<file path="config.mk">
export PLATFORM = sky130hd
export DESIGN_NAME = tape_variable_record_deblocker
export DESIGN_NICKNAME = d
export VERILOG_FILES = /design/src/rtl/tvrd_pkg.sv /design/src/rtl/tvrd_front.sv /design/src/rtl/tvrd_cmd_queue.sv /design/src/rtl/tvrd_back.sv /design/src/rtl/tape_variable_record_deblocker.sv
export VERILOG_INCLUDE_DIRS = /design/src /design/src/rtl
export SDC_FILE = /design/constraint.sdc
export NUM_CORES = 1
export LEC_CHECK = 0
export BUFFER_PORTS_ARGS = -buffer_cell sky130_fd_sc_hd__buf_2
export CAP_MARGIN = 20
export CORE_UTILIZATION = 60
export DETAILED_ROUTE_END_ITERATION = 7
export PLACE_DENSITY = 0.73
export SLEW_MARGIN = 20
export SYNTH_ARGS = -nofsm -noshare
export SYNTH_HDL_FRONTEND = slang
export SYNTH_HIERARCHICAL = 1
export SYNTH_SLANG_ARGS = --single-unit
</file>
<file path="constraint.sdc">
create_clock -name clk -period 14.55 [get_ports clk]
set_clock_uncertainty 0.1 [all_clocks]
set_input_delay 0 -clock clk [delete_from_list [all_inputs] [get_ports clk]]
set_output_delay 0 -clock clk [all_outputs]
set_load 0.01 [all_outputs]
</file>
<file path="src/rtl/assert_macros.svh">
// Assertion macros shared by the deblocker RTL.
`ifndef ASSERT_MACROS_SVH
`define ASSERT_MACROS_SVH

// Same-cycle implication, disabled while reset is asserted.
`define TVRD_ASSERT_NOW(label, clk, rst_n, ante, cons, msg) \
	label: assert property (@(posedge clk) disable iff (!rst_n) (ante) |-> (cons)) \
		else $error(msg);

// Next-cycle implication, disabled while reset is asserted.
`define TVRD_ASSERT_NEXT(label, clk, rst_n, ante, cons, msg) \
	label: assert property (@(posedge clk) disable iff (!rst_n) (ante) |=> (cons)) \
		else $error(msg);

`endif

</file>
<file path="src/rtl/tvrd_pkg.sv">
// Shared types and constants of the tape variable record deblocker.
package tvrd_pkg;

	localparam int unsigned MAX_RESULTS   = 8;
	localparam int unsigned CNT_W         = 4;
	localparam int unsigned IDX_W         = 3;
	localparam int unsigned LEN_W         = 14;
	localparam int unsigned LENGTH_DIGITS = 4;
	localparam int unsigned QDEPTH        = 4;
	localparam int unsigned QPTR_W        = 2;
	localparam int unsigned CMP_W         = 17;

	localparam logic [7:0] CH_CARET = 8'h5E;
	localparam logic [7:0] CH_ZERO  = 8'h30;
	localparam logic [7:0] CH_NINE  = 8'h39;
	localparam logic [7:0] CH_PLUS  = 8'h2B;
	localparam logic [7:0] CH_ONE   = 8'h31;
	localparam logic [7:0] CH_D     = 8'h44;
	localparam logic [7:0] CH_A     = 8'h41;
	localparam logic [7:0] CH_M     = 8'h4D;
	localparam logic [7:0] CH_SPACE = 8'h20;
	localparam logic [7:0] CH_LF    = 8'h0A;
	localparam logic [7:0] CH_FF    = 8'h0C;
	localparam logic [7:0] CH_CR    = 8'h0D;

	typedef enum logic [1:0] {
		REG_RECORD_FORMAT = 2'd0,
		REG_FORMS_CONTROL = 2'd1,
		REG_FORCE_BINARY  = 2'd2,
		REG_BLOCK_SIZE    = 2'd3
	} reg_idx_t;

	typedef enum logic [1:0] {
		MODE_BINARY   = 2'd0,
		MODE_TEXT     = 2'd1,
		MODE_FORTRAN  = 2'd2,
		MODE_VARIABLE = 2'd3
	} mode_t;

	typedef enum logic [2:0] {
		PH_LEN  = 3'b001,
		PH_DATA = 3'b010,
		PH_SKIP = 3'b100
	} phase_t;

	// One classified item: up to eight result words with their error flags.
	typedef struct packed {
		logic [CNT_W-1:0]            count;
		logic [MAX_RESULTS-1:0][7:0] bytes;
		logic [MAX_RESULTS-1:0]      err;
	} cmd_t;

	typedef struct packed {
		logic full;
		logic empty;
	} q_stat_t;

endpackage

</file>
<file path="src/rtl/tvrd_front.sv">
// Front end: record parser that classifies each tape word into a result burst.
`include "assert_macros.svh"

module tvrd_front #(
	parameter int unsigned BW = 16
) (
	input  logic              clk,
	input  logic              arst_n,
	input  logic              accept,
	input  logic              action,
	input  logic [7:0]        data_byte,
	input  tvrd_pkg::mode_t   mode,
	input  logic [BW-1:0]     bsz,
	output logic              push,
	output tvrd_pkg::cmd_t    cmd
);

	localparam int unsigned LW = tvrd_pkg::LEN_W;

	tvrd_pkg::phase_t phase_q, phase_d;
	logic [1:0]       digit_q, digit_d;
	logic [LW-1:0]    acc_q, acc_d;
	logic [LW-1:0]    rem_q, rem_d;
	logic [LW-1:0]    rdl_q, rdl_d;
	logic [BW-1:0]    pos_q, pos_d;

	tvrd_pkg::cmd_t   cmd_w;
	logic             err;
	logic [BW:0]      pos_inc;
	logic             block_end;
	logic [BW-1:0]    room;
	logic             is_digit;
	logic [3:0]       dval;
	logic [LW-1:0]    acc10;
	logic [LW-1:0]    rec_len;
	logic             len_short;
	logic             too_long;

	function automatic tvrd_pkg::cmd_t put_word(tvrd_pkg::cmd_t c, logic [7:0] b, logic e);
		tvrd_pkg::cmd_t r;
		r = c;
		if (r.count < tvrd_pkg::CNT_W'(tvrd_pkg::MAX_RESULTS)) begin
			r.bytes[r.count[tvrd_pkg::IDX_W-1:0]] = b;
			r.err[r.count[tvrd_pkg::IDX_W-1:0]]   = e;
			r.count = r.count + tvrd_pkg::CNT_W'(1);
		end
		return r;
	endfunction

	// Four-byte little-endian length frame.
	function automatic tvrd_pkg::cmd_t put_len(tvrd_pkg::cmd_t c, logic [LW-1:0] v);
		tvrd_pkg::cmd_t r;
		r = put_word(c, v[7:0], 1'b0);
		r = put_word(r, 8'(v >> 8), 1'b0);
		r = put_word(r, 8'h00, 1'b0);
		r = put_word(r, 8'h00, 1'b0);
		return r;
	endfunction

	function automatic tvrd_pkg::cmd_t rec_end(tvrd_pkg::cmd_t c, tvrd_pkg::mode_t m,
			logic [LW-1:0] v);
		tvrd_pkg::cmd_t r;
		r = c;
		if (m == tvrd_pkg::MODE_TEXT) begin
			r = put_word(r, tvrd_pkg::CH_LF, 1'b0);
		end else if (m == tvrd_pkg::MODE_VARIABLE) begin
			r = put_len(r, v);
		end
		return r;
	endfunction

	assign pos_inc   = {1'b0, pos_q} + (BW+1)'(1);
	assign block_end = pos_inc >= {1'b0, bsz};
	assign room      = block_end ? '0 : BW'({1'b0, bsz} - pos_inc);
	assign is_digit  = (data_byte >= tvrd_pkg::CH_ZERO) && (data_byte <= tvrd_pkg::CH_NINE);
	assign dval      = 4'(data_byte - tvrd_pkg::CH_ZERO);
	assign acc10     = LW'(acc_q * LW'(10)) + LW'(dval);
	assign len_short = acc10 < LW'(tvrd_pkg::LENGTH_DIGITS);
	assign rec_len   = LW'(acc10 - LW'(tvrd_pkg::LENGTH_DIGITS));
	assign too_long  = tvrd_pkg::CMP_W'(rec_len) > tvrd_pkg::CMP_W'(room);

	always_comb begin
		cmd_w   = '0;
		err     = 1'b0;
		phase_d = phase_q;
		digit_d = digit_q;
		acc_d   = acc_q;
		rem_d   = rem_q;
		rdl_d   = rdl_q;
		pos_d   = pos_q;
		if (action) begin
			phase_d = tvrd_pkg::PH_LEN;
			digit_d = '0;
			acc_d   = '0;
			rem_d   = '0;
			rdl_d   = '0;
			pos_d   = '0;
			if (mode == tvrd_pkg::MODE_FORTRAN) begin
				cmd_w = put_word(cmd_w, tvrd_pkg::CH_LF, 1'b0);
			end
		end else if (mode == tvrd_pkg::MODE_BINARY) begin
			cmd_w   = put_word(cmd_w, data_byte, 1'b0);
			phase_d = tvrd_pkg::PH_LEN;
			digit_d = '0;
			acc_d   = '0;
			rem_d   = '0;
			rdl_d   = '0;
			pos_d   = block_end ? '0 : pos_inc[BW-1:0];
		end else begin
			unique case (phase_q)
				tvrd_pkg::PH_LEN: begin
					if (digit_q == '0 && data_byte == tvrd_pkg::CH_CARET) begin
						phase_d = tvrd_pkg::PH_SKIP;
					end else if (!is_digit) begin
						err = 1'b1;
					end else if (digit_q == 2'(tvrd_pkg::LENGTH_DIGITS - 1)) begin
						digit_d = '0;
						acc_d   = '0;
						if (len_short || too_long) begin
							err = 1'b1;
						end else begin
							rdl_d = rec_len;
							rem_d = rec_len;
							if (mode == tvrd_pkg::MODE_VARIABLE) begin
								cmd_w = put_len(cmd_w, rec_len);
							end
							if (rec_len == '0) begin
								if (mode == tvrd_pkg::MODE_FORTRAN) begin
									cmd_w = put_word(cmd_w, tvrd_pkg::CH_LF, 1'b0);
								end
								cmd_w   = rec_end(cmd_w, mode, rec_len);
								phase_d = tvrd_pkg::PH_LEN;
							end else begin
								phase_d = tvrd_pkg::PH_DATA;
							end
						end
					end else begin
						digit_d = digit_q + 2'd1;
						acc_d   = acc10;
					end
				end
				tvrd_pkg::PH_DATA: begin
					if (mode == tvrd_pkg::MODE_FORTRAN && rem_q == rdl_q) begin
						unique case (data_byte)
							tvrd_pkg::CH_ZERO: begin
								cmd_w = put_word(cmd_w, tvrd_pkg::CH_LF, 1'b0);
								cmd_w = put_word(cmd_w, tvrd_pkg::CH_LF, 1'b0);
							end
							tvrd_pkg::CH_PLUS: cmd_w = put_word(cmd_w, tvrd_pkg::CH_CR, 1'b0);
							tvrd_pkg::CH_ONE:  cmd_w = put_word(cmd_w, tvrd_pkg::CH_FF, 1'b0);
							default:           cmd_w = put_word(cmd_w, tvrd_pkg::CH_LF, 1'b0);
						endcase
					end else begin
						cmd_w = put_word(cmd_w, data_byte, 1'b0);
					end
					rem_d = rem_q - LW'(1);
					if (rem_d == '0) begin
						cmd_w   = rec_end(cmd_w, mode, rdl_q);
						phase_d = tvrd_pkg::PH_LEN;
					end
				end
				tvrd_pkg::PH_SKIP: begin
				end
				default: begin
				end
			endcase
			if (err) begin
				cmd_w   = put_word(cmd_w, 8'h00, 1'b1);
				digit_d = '0;
				acc_d   = '0;
				phase_d = tvrd_pkg::PH_SKIP;
			end
			if (block_end) begin
				// a record still open at the block end is flagged once
				if (!err && (phase_d == tvrd_pkg::PH_DATA ||
						(phase_d == tvrd_pkg::PH_LEN && digit_d != '0))) begin
					cmd_w = put_word(cmd_w, 8'h00, 1'b1);
				end
				phase_d = tvrd_pkg::PH_LEN;
				digit_d = '0;
				acc_d   = '0;
				rem_d   = '0;
				rdl_d   = '0;
				pos_d   = '0;
			end else begin
				pos_d = pos_inc[BW-1:0];
			end
		end
	end

	always_ff @(posedge clk or negedge arst_n) begin
		if (!arst_n) begin
			phase_q <= tvrd_pkg::PH_LEN;
			digit_q <= '0;
			acc_q   <= '0;
			rem_q   <= '0;
			rdl_q   <= '0;
			pos_q   <= '0;
		end else if (accept) begin
			phase_q <= phase_d;
			digit_q <= digit_d;
			acc_q   <= acc_d;
			rem_q   <= rem_d;
			rdl_q   <= rdl_d;
			pos_q   <= pos_d;
		end
	end

	assign push = accept && (cmd_w.count != '0);
	assign cmd  = cmd_w;

	`TVRD_ASSERT_NEXT(a_binary_holds_parser, clk, arst_n,
		accept && !action && mode == tvrd_pkg::MODE_BINARY,
		phase_q == tvrd_pkg::PH_LEN && digit_q == '0 && acc_q == '0,
		"binary word left the parser out of its reset state")
	`TVRD_ASSERT_NOW(a_single_error_word, clk, arst_n, push, $onehot0(cmd.err),
		"more than one error word in one burst")

endmodule

</file>
<file path="src/rtl/tvrd_cmd_queue.sv">
// Short queue of classified bursts between the parser and the output stage.
`include "assert_macros.svh"

module tvrd_cmd_queue (
	input  logic               clk,
	input  logic               arst_n,
	input  logic               push,
	input  tvrd_pkg::cmd_t     wr_cmd,
	input  logic               pop,
	output tvrd_pkg::cmd_t     head,
	output tvrd_pkg::q_stat_t  stat
);

	localparam int unsigned PW = tvrd_pkg::QPTR_W;

	tvrd_pkg::cmd_t  mem_q [tvrd_pkg::QDEPTH];
	logic [PW-1:0]   wr_ptr_q;
	logic [PW-1:0]   rd_ptr_q;
	logic [PW:0]     cnt_q;

	always_ff @(posedge clk) begin
		if (push) begin
			mem_q[wr_ptr_q] <= wr_cmd;
		end
	end

	always_ff @(posedge clk or negedge arst_n) begin
		if (!arst_n) begin
			wr_ptr_q <= '0;
			rd_ptr_q <= '0;
			cnt_q    <= '0;
		end else begin
			if (push) begin
				wr_ptr_q <= wr_ptr_q + PW'(1);
			end
			if (pop) begin
				rd_ptr_q <= rd_ptr_q + PW'(1);
			end
			if (push && !pop) begin
				cnt_q <= cnt_q + (PW+1)'(1);
			end else if (pop && !push) begin
				cnt_q <= cnt_q - (PW+1)'(1);
			end
		end
	end

	assign head       = mem_q[rd_ptr_q];
	assign stat.full  = cnt_q == (PW+1)'(tvrd_pkg::QDEPTH);
	assign stat.empty = cnt_q == '0;

	`TVRD_ASSERT_NOW(a_no_push_when_full, clk, arst_n, push, !stat.full,
		"burst written into a full queue")
	`TVRD_ASSERT_NOW(a_no_pop_when_empty, clk, arst_n, pop, !stat.empty,
		"burst taken from an empty queue")

endmodule

</file>
<file path="src/rtl/tvrd_back.sv">
// Back end: expands queued bursts into single result words behind an output register.
`include "assert_macros.svh"

module tvrd_back (
	input  logic               clk,
	input  logic               arst_n,
	input  tvrd_pkg::cmd_t     head,
	input  tvrd_pkg::q_stat_t  q_stat,
	output logic               q_pop,
	input  logic               pop,
	output logic               empty,
	output logic [7:0]         out_byte,
	output logic               last,
	output logic               format_error
);

	logic [tvrd_pkg::IDX_W-1:0] idx_q;
	logic                       out_valid_q;
	logic [7:0]                 out_byte_q;
	logic                       last_q;
	logic                       err_q;
	logic                       load;
	logic                       word_last;

	assign load      = !out_valid_q || pop;
	assign word_last = (tvrd_pkg::CNT_W'(idx_q) + tvrd_pkg::CNT_W'(1)) == head.count;
	assign q_pop     = load && !q_stat.empty && word_last;

	always_ff @(posedge clk or negedge arst_n) begin
		if (!arst_n) begin
			out_valid_q <= 1'b0;
			idx_q       <= '0;
		end else if (load) begin
			if (!q_stat.empty) begin
				out_valid_q <= 1'b1;
				idx_q       <= word_last ? '0 : idx_q + tvrd_pkg::IDX_W'(1);
			end else begin
				out_valid_q <= 1'b0;
			end
		end
	end

	always_ff @(posedge clk) begin
		if (load && !q_stat.empty) begin
			out_byte_q <= head.bytes[idx_q];
			last_q     <= word_last;
			err_q      <= head.err[idx_q];
		end
	end

	assign empty        = !out_valid_q;
	assign out_byte     = out_byte_q;
	assign last         = last_q;
	assign format_error = err_q;

	`TVRD_ASSERT_NEXT(a_idx_rewinds, clk, arst_n, q_pop, idx_q == '0,
		"word index not rewound after the last word of a burst")

endmodule

</file>
<file path="src/rtl/tape_variable_record_deblocker.sv">
// Top level of the tape variable record deblocker: registers, mode decode, front, queue, back.
//
//  channel   direction  handshake              payload
//  -------   ---------  ---------------------  -----------------------------------
//  input     in         push / full            action, data_byte
//  result    out        empty / pop            out_byte, last, format_error
//  config    in         wr_en (no wait)        wr_index, wr_data
//
// One input word is taken per cycle while the burst queue has room; the parser
// turns it into a burst of zero to eight result words in that same cycle.
// The output stage hands out one result word per cycle while pop is held and results wait;
// a result passes through the burst queue and then the output register to the ports.
// Reset clears the parser, block position, queue and output valid, loads defaults.
// Full rises once four bursts wait, behind a stalled result or a long burst.
module tape_variable_record_deblocker #(
	parameter int unsigned BLOCK_MAX = 32768
) (
	input  logic        clk,
	input  logic        arst_n,
	input  logic        push,
	output logic        full,
	input  logic        action,
	input  logic [7:0]  data_byte,
	output logic        empty,
	input  logic        pop,
	output logic [7:0]  out_byte,
	output logic        last,
	output logic        format_error,
	input  logic        wr_en,
	input  logic [1:0]  wr_index,
	input  logic [15:0] wr_data
);

	// block position and effective block size share one width
	localparam int unsigned BW = $clog2(BLOCK_MAX + 1);

	logic [7:0]         record_format_q;
	logic [7:0]         forms_control_q;
	logic               force_binary_q;
	logic [15:0]        block_size_q;

	tvrd_pkg::mode_t    mode;
	logic [BW-1:0]      bsz;
	logic               accept;
	logic               cmd_push;
	tvrd_pkg::cmd_t     cmd;
	tvrd_pkg::cmd_t     head;
	tvrd_pkg::q_stat_t  q_stat;
	logic               q_pop;

	// Configuration registers: the user must write them only while the block is idle; the block does not enforce this.
	always_ff @(posedge clk or negedge arst_n) begin
		if (!arst_n) begin
			record_format_q <= tvrd_pkg::CH_D;
			forms_control_q <= tvrd_pkg::CH_SPACE;
			force_binary_q  <= 1'b0;
			block_size_q    <= 16'd2048;
		end else if (wr_en) begin
			unique case (tvrd_pkg::reg_idx_t'(wr_index))
				tvrd_pkg::REG_RECORD_FORMAT: record_format_q <= wr_data[7:0];
				tvrd_pkg::REG_FORMS_CONTROL: forms_control_q <= wr_data[7:0];
				tvrd_pkg::REG_FORCE_BINARY:  force_binary_q  <= wr_data[0];
				tvrd_pkg::REG_BLOCK_SIZE:    block_size_q    <= wr_data;
				default: begin
				end
			endcase
		end
	end

	// Decode the output mode from the label characters; anything unknown is binary.
	always_comb begin
		if (force_binary_q || record_format_q != tvrd_pkg::CH_D) begin
			mode = tvrd_pkg::MODE_BINARY;
		end else if (forms_control_q == tvrd_pkg::CH_A) begin
			mode = tvrd_pkg::MODE_FORTRAN;
		end else if (forms_control_q == tvrd_pkg::CH_M) begin
			mode = tvrd_pkg::MODE_VARIABLE;
		end else if (forms_control_q == tvrd_pkg::CH_SPACE) begin
			mode = tvrd_pkg::MODE_TEXT;
		end else begin
			mode = tvrd_pkg::MODE_BINARY;
		end
	end

	// Clamp the block size: zero acts as one, oversize acts as the maximum.
	always_comb begin
		if (block_size_q == '0) begin
			bsz = BW'(1);
		end else if (block_size_q > 16'(BLOCK_MAX)) begin
			bsz = BW'(BLOCK_MAX);
		end else begin
			bsz = BW'(block_size_q);
		end
	end

	assign full   = q_stat.full;
	assign accept = push && !q_stat.full;

	tvrd_front #(
		.BW (BW)
	) u_front (
		.clk       (clk),
		.arst_n    (arst_n),
		.accept    (accept),
		.action    (action),
		.data_byte (data_byte),
		.mode      (mode),
		.bsz       (bsz),
		.push      (cmd_push),
		.cmd       (cmd)
	);

	tvrd_cmd_queue u_queue (
		.clk    (clk),
		.arst_n (arst_n),
		.push   (cmd_push),
		.wr_cmd (cmd),
		.pop    (q_pop),
		.head   (head),
		.stat   (q_stat)
	);

	tvrd_back u_back (
		.clk          (clk),
		.arst_n       (arst_n),
		.head         (head),
		.q_stat       (q_stat),
		.q_pop        (q_pop),
		.pop          (pop),
		.empty        (empty),
		.out_byte     (out_byte),
		.last         (last),
		.format_error (format_error)
	);

endmodule

</file>
======== Word-level counts from Yosys, hierarchy flattened ========
Memories as Yosys holds them, arrays and structs flattened.
Cells that the tools add are included.
operators by class
  add/sub/neg operators ................... 28
  multiply operators ...................... 1
  magnitude comparators ................... 52
  equal/unequal tests ..................... 29
  mux-type cells .......................... 297
  bitwise gates (word level) .............. 57
  reductions and logical operators ........ 60
operators with widths
  kind                 number
  $mux 76              121
  $and 64x64->64       8
  $not 64->64          8
  $demux 8 s3          15
  $bwmux 64            5
  $mux 14              19
  $mux 8               29
  $pmux 76 s3          1
  $not 48->48          4
  $pmux 76 s2          1
  $and 48x48->48       3
  $not 8->8            13
  $and 8x8->8          11
  $mux 16              5
  $mux 73              1
  $lt 3x4->1 const B   16
  $add 4x1->4 const B  15
  $lt 4x4->1 const B   15
  $mux 4               13
  $and 6x48->48        1
  $or 16x16->16        3
  $demux 1 s3          15
  $ge 3x1->1 const B   15
  $mux 3               14
  53 further kinds     173
storage, ports and cells
  register bits ........................... 117
  RAM bits ................................ 304
  output and inout bits ................... 12
  logic and storage cells ................. 543
  memories kept ........................... 1
memories
  memory         words  width  rd ports  clocked after Yosys merged registers in  write ports  RTL line              text
  u_queue.mem_q  4      76     1         0                                        1            tvrd_cmd_queue.sv:16  tvrd_pkg::cmd_t mem_q [tvrd_pkg::QDEPTH];

======== Longest topological paths before layout ========
Gate-level depths: netlist of run 1.
  depth in word-level cells ............... 170
  mapped depth ............................ 43
  mapped depth without buffers ............ 42

======== Cells and area by module ========
The synthesis of run 1 kept the hierarchy.
by module, submodules not included
  module                          instances  cells an instance  area an instance (um^2)  seq. area each (um^2)
  tvrd_cmd_queue                  1          432                11370.9                  9303.9
  tvrd_front                      1          1223               8972.4                   1552.7
  tape_variable_record_deblocker  1          106                1481.4                   830.8
  tvrd_back                       1          73                 1177.4                   400.4

======== Worst setup path after synthesis of run 1 ========
Ideal clock, no wire load.
  path type ............................... register -> register
  from .................................... register u_front.pos_q[2]
  to ...................................... memory u_queue/mem_q[1][0] in the netlist's numbering, enable pin
  library setup time ...................... 0.443 ns
  data arrival time ....................... 9.217 ns
  setup slack ............................. 4.791 ns
  cell stages (with the launch flop) ...... 38
  path buffers ............................ 2
  clock period less this slack ............ 9.759 ns
  path through ............................ dfrtp_1 > and3_1 > and3_1 > and3_1 > and3_1 > and3_1 > nand3_1 > inv_1 > and3_1 > xor2_1 > ha_1 > nand4_1 > nor2_1 > a31oi_1 > o21ai_0 > a21oi_1 > clkbuf_1 > clkbuf_1 > [2 not listed] > a21o_1 > a21o_1 > a2111oi_0 > nand2_1 > o211ai_1 > o32ai_2 > or3_1 > or4_1 > nand2_1 > ha_1 > inv_1 > o21a_1 > nand2_1 > ha_1 > nand2_1 > mux2i_1 > o41a_1 > and2_1
RTL lines
  element                   RTL line              text
  start: declaration        tvrd_front.sv:25      logic [BW-1:0] pos_q, pos_d;
  start signal: assignment  tvrd_front.sv:205     pos_q <= pos_d;
  end: declaration          tvrd_cmd_queue.sv:16

==> run metrics, run 1 <==
total stage count of the critical path 37; FP Rows 71; Routed WL per cell 23.29 um; register clock-pin slew on the reported worst setup and hold paths 0.06 ns; Netlist Area Pre-Place 23,000 sq um; period utilization 0.6672; die span in y 197.8 um; crit-path leading delay family simple AND/OR/NAND/NOR gates; RD Place Congestion 0.9195; met3 wire len 4068 um; CTS Buffer Depth 3; worst hold path depth 3; most used cell along the critical path and3_1; I/O Pins 44; Clock power frac 0.293; final core utilization 0.6745; Synth Instances 1,834; Seq/Total Area, Yosys 0.5255; pins over their slew limit 0; CTS Sinks 420; Peak VDD IR 0.00009942 V; Leak 9.598 nW; Buf+Inv Stages, Crit Path 4; worst-path maximum fanout 55; minimum clock period 9.708 ns; GRT Resource Usage Total 0.3013; drt first pass iters 6; Crit. End Element flop; CP peak stage delay 0.67 ns; Hold WC Path Type input port to flop; routed vias/inst 6.303; Root Buffer clkbuf_16; status finished, final reports clean; Max transition margin 0.1875; DRT Wirelength 57,000 um; Async SR Flop Fraction 0.2524; Die Area 39,120 sq um; Post-synth top flop edfxtp_1; Power Density 144.5 nW/um^2; first-pass GRT wire length 88,670 um; multi-input logic area 10,150 sq um; register area 12,100 sq um; #FFs+latches synth 420; TNS Setup 0 ns; Worst-Margin Slew 1.209 ns; Arr. time, crit path 9.79 ns; number of global-route vias before repair 15.70k; Initial Utilization 0.6107; Syn-to-layout area delta 10.45%; combinational share of power 0.286; DR WL met2 28,110 um; layout cells sized above 1 0.1596; CTS tree done; Max Freq 103.0 MHz; NetSw 1.095 mW; Post-synth EDFFs 314; count of warnings emitted by yosys 6; core area 37,670 sq um; critical setup path kind flop to flop; met1 wire length 22,720 um; Vias 15.42k; Net Sw Frac 0.2981; antenna-violating nets left 0; H-tree depth 2; initial antenna violation count 0; FF-to-FF path depth 37; Reg power frac 0.420; Final Hold Vio Count 0; Max-Cap Viols 0; highest layer used for signal routing met4; IO Port Bufs 43; HPWL after DPL 37,600 um; fill count 2,736; number of diodes 0; commonest non-fill, non-tap cell in the layout edfxtp_1; Post-route DRC 0; Internal 2.578 mW; syn avg cell area 12.54 sq um; fin nets 2,037; Worst-Skew Late Latency 0.57 ns; Worst Path Required 14.64 ns; Yosys cell types 105; total CTS buffers 43; count of final setup violators 0; CP max-delay cell buf_4; largest net degree at the start of global routing 63; GRT overflow 0; initial drt markers 1,401; CP startpoint kind flop; Die W 197.8 um; RSZ-0062 raised after global routing no; most frequent cells in the layout edfxtp_1, nand2_1, nor2_1
layout make-up:
class | count | area share
multi-input cells | 1250 | 0.3995
well taps | 511 | 0.02516
clock buffers | 56 | 0.04511
inverters | 78 | 0.01152
clock inverters | 20 | 0.008569
repair buffers | 112 | 0.03408
flip-flops and latches | 420 | 0.4761
worst paths after layout:
check / startpoint / endpoint / slack, ns
max: u_front/pos_q[2]$_DFFE_PN0P_ / u_queue/mem_q[2][3]$_DFFE_PP_ / 4.84
max in group asynchronous: arst_n / u_queue/rd_ptr_q[1]$_DFFE_PN0P_ / 12.85
min in group asynchronous: arst_n / record_format_q[6]$_DFFE_PN1P_ / 0.50
min reg2reg: u_queue/cnt_q[2]$_DFFE_PN0P_ / u_queue/cnt_q[2]$_DFFE_PN0P_ / 0.39
max reg2reg: u_front/pos_q[2]$_DFFE_PN0P_ / u_queue/mem_q[2][3]$_DFFE_PP_ / 4.84
min: data_byte[1] / u_queue/mem_q[3][9]$_DFFE_PP_ / 0.03
per-stage QoR:
stage / power, mW / setup WS (ns) / cell area, sq um / cells / hold slack [ns]
after floorplan: 2.329 / 4.791 / 23070 / 1851 / -0.3956
after global placement: 2.568 / 5.166 / 23540 / 2323 / -0.06547
after detailed placement: 2.594 / 4.940 / 23550 / 2323 / -0.06014
after CTS: 3.704 / 4.901 / 25400 / 2447 / 0.04927
after global routing: 3.835 / 4.090 / 25410 / 2447 / 0.03134
final: 3.672 / 4.842 / 25410 / 2447 / 0.02799
power groups by stage:
stage	clock (mW)	sequential, mW	combinational (mW)
after floorplan	0	1.51	0.816
after global placement	0	1.56	1.01
final	1.08	1.54	1.05
after global routing	1.14	1.56	1.13
after detailed placement	0	1.57	1.03
after CTS	1.10	1.55	1.06
synthesized netlist by cell type (all sizes together), types with 18 or more instances:
library cell | number | area (sq um)
a21o | 31 | 232.7
a21oi | 89 | 464.2
and2 | 18 | 112.6
and3 | 18 | 112.6
buf | 44 | 342.8
clkbuf | 59 | 222.7
dfrtp | 101 | 2527
edfxtp | 314 | 9429
ha | 96 | 1201
inv | 78 | 292.8
mux2 | 47 | 529.3
mux4 | 94 | 2170
nand2 | 143 | 536.8
nand2b | 20 | 125.1
nand3 | 37 | 202.7
nand4 | 21 | 131.4
nor2 | 126 | 473.0
nor2b | 29 | 181.4
nor3 | 41 | 232.7
o21ai | 119 | 599.3
xnor2 | 55 | 553.0
xor2 | 31 | 286.5
tightest hold or removal path, delay by kind of cell:
family	cells	cell delay (ns)
buf+inv	1	0.20
compound gates	1	0.23
simple gates	1	0.08
registers in the layout, indices dropped and copies added, names as in the netlist, 2 cells and up:
register / flops
u_queue/cnt_q: 3
u_front/rdl_q: 14
u_front/pos_q: 16
u_queue/rd_ptr_q: 2
block_size_q: 16
u_front/rem_q: 14
u_back/idx_q: 3
u_queue/wr_ptr_q: 2
u_front/digit_q: 2
forms_control_q: 8
u_front/phase_q: 3
u_back/out_byte: 8
record_format_q: 8
u_front/acc_q: 13
u_queue/mem_q: 304
layer usage:
| metal | global-route usage | up-vias |
|---|---|---|
| met5 | 0 | - |
| met4 | 0.1249 | 0 |
| met3 | 0.04752 | 125 |
| met1 | 0.3846 | 7650 |
| li1 | - | 7037 |
| met2 | 0.5138 | 611 |
cells by family after synthesis:
logic type / after synthesis / share of synthesized area
AO/OA/AOI/OAI: 380 / 0.1090
buffers and inverters: 181 / 0.03731
other: 1 / 0.0001630
multiplexers: 151 / 0.1217
XOR/XNOR: 87 / 0.03753
AND/OR/NAND/NOR: 514 / 0.1131
flip-flops: 420 / 0.5255
adder cells (fa/ha/maj): 100 / 0.05570
timing repair:
item / 4_1_cts / 5_1_grt
hold buffers: 48 / 0
setup buffers: 0 / 0
hold endpoints to repair: 126 / 0
gates resized for setup: 0 / 0
Power figures use the tool's default switching activity.
==> run 2: changes to the inputs <==
Clock period 14.55 ns to 10.1 ns, I/O delays scaled along.
==> run 2 against run 1 <==
Combinational power is 47% higher; via count rose by 0.72%; fmax up 3.3%; worst setup slack got worse by 4.1 ns; sequential share of layout area decreased by 0.20 points; critical path depth rose by 3; utilization is 0.28 points higher; critical endpoint is now u_queue/cnt_q[1]$_DFFE_PN0P_; highest routed layer unchanged.
==> run metrics, run 2 (synthesis results as in run 1) <==
Max transition margin 0.2815 (was 0.1875); Worst-Margin Slew 1.070 ns (was 1.209 ns); TNS Setup 0 ns (unchanged); met3 wire len 3846 um (was 4068 um); Largest regs u_queue/mem_q: 304 flops, block_size_q: 16 flops, u_front/pos_q: 16 flops (unchanged); highest layer used for signal routing met4 (unchanged); hold endpoint u_front/phase_q[2]$_DFFE_PN0P_ (was u_queue/mem_q[3][9]$_DFFE_PP_); most frequent cells in the layout edfxtp_1, nand2_1, nor2_1 (unchanged); R2R Setup Slk 0.70 ns (was 4.84 ns); reg-to-reg endpoint u_queue/cnt_q[1]$_DFFE_PN0P_ (was u_queue/mem_q[2][3]$_DFFE_PP_); minimum clock period 9.399 ns (was 9.708 ns); FP Rows 71 (unchanged); IO Port Bufs 43 (unchanged); CP peak stage delay 0.55 ns (was 0.67 ns); DR WL met2 27,560 um (was 28,110 um); worst hold path depth 7 (was 3); RD Place Congestion 0.9801 (was 0.9195); FF-to-FF path depth 40 (was 37); Syn-to-layout area delta 10.92% (was 10.45%); Leak 9.644 nW (was 9.598 nW); DRT Wirelength 56,180 um (was 57,000 um); total CTS buffers 43 (unchanged); Top reg by flops u_queue/mem_q (unchanged); Peak VDD IR 0.0001613 V (was 0.00009942 V); CTS tree done (unchanged); CP startpoint kind flop (unchanged); CTS Sinks 420 (unchanged); GRT Resource Usage Total 0.2966 (was 0.3013); Vias 15.53k (was 15.42k); drt first pass iters 5 (was 6); Largest register FFs 304 (unchanged); DP Area 23,690 sq um (was 23,550 sq um); largest net degree at the start of global routing 66 (was 63); I/O Pins 44 (unchanged); antenna-violating nets left 0 (unchanged); critical setup path kind flop to flop (unchanged); first-pass GRT wire length 87,330 um (was 88,670 um); met1 wire length 22,380 um (was 22,720 um); Post-route DRC 0 (unchanged); Power Density 206.6 nW/um^2 (was 144.5 nW/um^2); GRT overflow 0 (unchanged); H-tree depth 2 (unchanged); Worst-Skew Late Latency 0.58 ns (was 0.57 ns); Routed WL per cell 22.89 um (was 23.29 um); post-CTS setup repair buffer count 0 (unchanged); pins over their slew limit 0 (unchanged); HPWL after DPL 38,150 um (was 37,600 um); fin nets 2,045 (was 2,037); register clock-pin slew on the reported worst setup and hold paths 0.06 ns (about the same); period utilization 0.9306 (was 0.6672); layout cells sized above 1 0.1631 (was 0.1596); Max Freq 106.4 MHz (was 103.0 MHz); commonest non-fill, non-tap cell in the layout edfxtp_1 (unchanged); initial antenna violation count 0 (unchanged); total power 5.270 mW (was 3.672 mW); RSZ-0062 raised after global routing no (unchanged); status finished, final reports clean (unchanged); reg2reg start u_front/pos_q[2]$_DFFE_PN0P_ (unchanged); Crit. End Element flop (unchanged); Max-Cap Viols 0 (unchanged); Final Hold Vio Count 0 (unchanged); CP max-delay cell or4_1 (was buf_4); number of global-route vias before repair 15.42k (was 15.70k); Die Area 39,120 sq um (unchanged); CTS Buffer Depth 3 (unchanged); Initial Utilization 0.6107 (unchanged); Root Buffer clkbuf_16 (unchanged); worst-path maximum fanout 17 (was 55); most used cell along the critical path and3_1 (unchanged); Hold WC Path Type input port to flop (unchanged); Arr. time, crit path 9.77 ns (was 9.79 ns); Die W 197.8 um (unchanged); Design Area, Final 25,510 sq um (was 25,410 sq um); number of diodes 0 (unchanged); min-delay src data_byte[1] (unchanged); die span in y 197.8 um (unchanged); routed vias/inst 6.327 (was 6.303); initial drt markers 1,291 (was 1,401); count of final setup violators 0 (unchanged); Worst Path Required 10.47 ns (was 14.64 ns); core area 37,670 sq um (unchanged); WHS 0.05790 ns (was 0.02799 ns)
run 2: worst max-delay path by stage:
stage                                       startpoint                             to  slack [ns]  cells after the start
after global placement    u_front/pos_q[2]$_DFFE_PN0P_   u_queue/cnt_q[1]$_DFFE_PN0P_        0.98                     38
after detailed placement  u_front/pos_q[2]$_DFFE_PN0P_   u_queue/cnt_q[1]$_DFFE_PN0P_        0.80                     38
after floorplan           u_front/pos_q[2]$_DFFE_PN0P_  u_queue/mem_q[1][0]$_DFFE_PP_        0.34                     37
final                     u_front/pos_q[2]$_DFFE_PN0P_   u_queue/cnt_q[1]$_DFFE_PN0P_        0.70                     40
after CTS                 u_front/pos_q[2]$_DFFE_PN0P_   u_queue/cnt_q[1]$_DFFE_PN0P_        0.76                     38
after global routing      u_front/pos_q[2]$_DFFE_PN0P_   u_queue/cnt_q[2]$_DFFE_PN0P_        0.04                     40
run 2: through the flow:
step / cells / setup slack [ns] / utilization
2_1_floorplan: 1851 / 0.3406 / -
3_3_place_gp: 2332 / 0.9772 / 0.6289
6_report: 2455 / 0.7005 / 0.6774
3_5_place_dp: 2332 / 0.7982 / 0.6290
4_1_cts: 2455 / 0.7642 / 0.6773
5_1_grt: 2455 / 0.03569 / 0.6774
run 2: metal layers:
| metal | up-vias | track usage |
|---|---|---|
| met1 | 7666 | 0.3862 |
| met2 | 663 | 0.4971 |
| met3 | 150 | 0.04088 |
| li1 | 7055 | - |
| met5 | - | 0 |
| met4 | 0 | 0.1335 |
run 2: cell type report:
class,instances,area (sq um)
timing repair buffer,120,998.5
multi-input combinational,1250,10150
sequential,420,12100
fill,2730,12150
clock inverter,21,200.2
tap,511,639.4
clock buffer,55,1141
inverter,78,292.8
run 2: power breakdown:
part,switching (mW),total [mW],internal [mW]
logic,0.789,1.54,0.747
clock network,0.660,1.52,0.856
registers,0.147,2.22,2.07
total,1.60,5.27,3.67
run 2: worst max-delay path: cells and delay by family, from the launching register on:
family / cells / cell delay, ns
XOR/XNOR: 1 / 0.22
flip-flops: 1 / 0.41
adder cells (fa/ha/maj): 6 / 1.79
AND/OR/NAND/NOR: 16 / 3.15
multiplexers: 2 / 0.65
buffers and inverters: 4 / 0.54
AO/OA/AOI/OAI: 11 / 2.43
run 2: timing repair:
| item | CTS | global route |
|---|---|---|
| gates resized for setup | 0 | 1 |
| setup endpoints to repair | 0 | 14 |
| hold endpoints to repair | 117 | 0 |
| hold buffers | 47 | 0 |
==> run 3: changes to the inputs <==
Settings changed: CAP_MARGIN 20 to not set, CORE_MARGIN set to 4.
==> run 3 against run 2 <==
Critical path depth is 1 lower; combinational power hardly changed; sequential share of layout area is 0.077 points higher; non-clock buffer count is 1 lower; die area is 6.2% higher; first-iteration DRC count is 3.8% higher; sequential power hardly changed.
==> run metrics, run 3 (synthesis results as in run 1) <==
register area 12,100 sq um (unchanged); critical setup path kind flop to flop (unchanged); Power Density 205.9 nW/um^2 (was 206.6 nW/um^2); combinational share of power 0.292 (was 0.291); Worst-Skew Late Latency 0.58 ns (about the same); total CTS buffers 43 (unchanged); core area 37,760 sq um (was 37,670 sq um); FP Rows 71 (unchanged); Vias 15.41k (was 15.53k); Internal 3.660 mW (was 3.675 mW); Worst-Margin Slew 1.098 ns (was 1.070 ns); GRT overflow 0 (unchanged); Routed WL per cell 22.99 um (was 22.89 um); Initial Utilization 0.6092 (was 0.6107); Peak VDD IR 0.0001834 V (was 0.0001613 V); post-CTS sizing 0 (unchanged); Max transition margin 0.2620 (was 0.2815); die span in y 203.8 um (was 197.8 um); Worst Path Required 10.46 ns (was 10.47 ns); Crit. End Element flop (unchanged); multi-input logic area 10,140 sq um (was 10,150 sq um); Max-Cap Viols 0 (unchanged); fin nets 2,044 (was 2,045); Post-route DRC 0 (unchanged); CP max-delay cell a2111oi_0 (was or4_1); I/O Pins 44 (unchanged); Hold WC Path Type input port to flop (unchanged); RD Place Congestion 0.9446 (was 0.9801); GRT Resource Usage Total 0.2752 (was 0.2966); antenna-violating nets left 0 (unchanged); largest net degree at the start of global routing 66 (unchanged); number of diodes 0 (unchanged); Arr. time, crit path 9.58 ns (was 9.77 ns); Reg power frac 0.423 (was 0.421); count of final setup violators 0 (unchanged); post-layout worst setup margin 0.8861 ns (was 0.7005 ns); H-tree depth 2 (unchanged); initial antenna violation count 0 (unchanged); final core utilization 0.6747 (was 0.6774); worst-path maximum fanout 22 (was 17); drt first pass iters 5 (unchanged); Net Sw Frac 0.3023 (was 0.3027); register clock-pin slew on the reported worst setup and hold paths 0.06 ns (about the same); IO Port Bufs 43 (unchanged); Die Area 41,530 sq um (was 39,120 sq um); CTS tree done (unchanged); CTS Sinks 420 (unchanged); number of global-route vias before repair 15.54k (was 15.42k); routed vias/inst 6.279 (was 6.327); Top reg by flops u_queue/mem_q (unchanged); period utilization 0.9123 (was 0.9306); Syn-to-layout area delta 10.74% (was 10.92%); pins over their slew limit 0 (unchanged); Largest register FFs 304 (unchanged); Clock power frac 0.285 (was 0.288); first-pass GRT wire length 88,690 um (was 87,330 um); RSZ-0062 raised after global routing no (unchanged); total power 5.245 mW (was 5.270 mW); DRT Wirelength 56,420 um (was 56,180 um); commonest non-fill, non-tap cell in the layout edfxtp_1 (unchanged); CP peak stage delay 0.56 ns (was 0.55 ns); Leak 9.618 nW (was 9.644 nW); fill count 2,712 (was 2,730); CP startpoint kind flop (unchanged); CTS Buffer Depth 3 (unchanged); post-route insts no fill 2,454 (was 2,455); status finished, final reports clean (unchanged); NetSw 1.585 mW (was 1.595 mW); Setup WS pre-CTS 1.008 ns (was 0.7982 ns); Final Hold Vio Count 0 (unchanged); most frequent cells in the layout edfxtp_1, nand2_1, nor2_1 (unchanged); TNS Setup 0 ns (unchanged); dpl cells 2,332 (unchanged); most used cell along the critical path and3_1 (unchanged); layout cells sized above 1 0.1606 (was 0.1631); HPWL after DPL 38,180 um (was 38,150 um); Root Buffer clkbuf_16 (unchanged); Largest regs u_queue/mem_q: 304 flops, block_size_q: 16 flops, u_front/pos_q: 16 flops (unchanged); Die W 203.8 um (was 197.8 um); minimum clock period 9.214 ns (was 9.399 ns); Max Freq 108.5 MHz (was 106.4 MHz); initial drt markers 1,340 (was 1,291)
run 3: changes by cell type in the layout (fill, tap and decap cells not counted), sizes merged:
cell and change:
clkinvlp +1, inv +3, clkinv -2, clkbuf -2
dlygate4sd3 -1
run 3: power by group through the flow:
stage          combinational (mW)  clock, mW  sequential (mW)
2_1_floorplan                1.18          0             2.18
3_3_place_gp                 1.47          0             2.25
3_5_place_dp                 1.50          0             2.26
4_1_cts                      1.54       1.52             2.22
5_1_grt                      1.66       1.60             2.25
6_report                     1.53       1.50             2.22
run 3: worst paths after layout:
kind | cells past startpoint | from | slack [ns] | endpoint
hold / removal | 3 | data_byte[3] | 0.05 | u_queue/mem_q[1][11]$_DFFE_PP_
hold reg to reg | 1 | force_binary_q$_DFFE_PN0P_ | 0.41 | force_binary_q$_DFFE_PN0P_
min in group asynchronous | 3 | arst_n | 0.41 | block_size_q[11]$_DFFE_PN1P_
max in group asynchronous | 4 | arst_n | 8.56 | u_queue/rd_ptr_q[1]$_DFFE_PN0P_
setup reg to reg | 39 | u_front/pos_q[2]$_DFFE_PN0P_ | 0.89 | u_queue/cnt_q[1]$_DFFE_PN0P_
setup / recovery | 39 | u_front/pos_q[2]$_DFFE_PN0P_ | 0.89 | u_queue/cnt_q[1]$_DFFE_PN0P_
run 3: stage by stage:
stage / hold WS [ns] / cell area, sq um
finish: 0.05487 / 25470
global route: 0.08811 / 25470
CTS: 0.02626 / 25470
detailed placement: -0.06006 / 23700
global placement: -0.06395 / 23700
floorplan: -0.3956 / 23070
run 3: layout make-up:
type / instances / area share
Clock inverter: 23 / 0.007417
Sequential cell: 420 / 0.4749
Inverter: 78 / 0.01149
Multi-Input combinational cell: 1250 / 0.3981
Clock buffer: 53 / 0.04372
Tap cell: 511 / 0.02510
Timing Repair Buffer: 119 / 0.03930
run 3: layer usage:
metal | routed length, um | vias up | global-route usage
met4 | 2118 | 0 | 0.1050
li1 | - | 7062 | -
met5 | 0 | - | 0
met3 | 3482 | 131 | 0.04102
met2 | 28180 | 570 | 0.4637
met1 | 22640 | 7646 | 0.3660
run 3: repair_timing:
action / CTS / global route
endpoints found under the hold margin: 123 / 0
hold buffers: 46 / 0
setup buffers: 0 / 0
run 3: critical path, delay by kind of cell (launching register included):
family,cells,cell delay (ns)
buf+inv,4,0.49
fa+ha+maj,6,1.63
compound gates,10,2.42
simple gates,16,3.15
xor+xnor,1,0.21
flops,1,0.43
mux,2,0.66
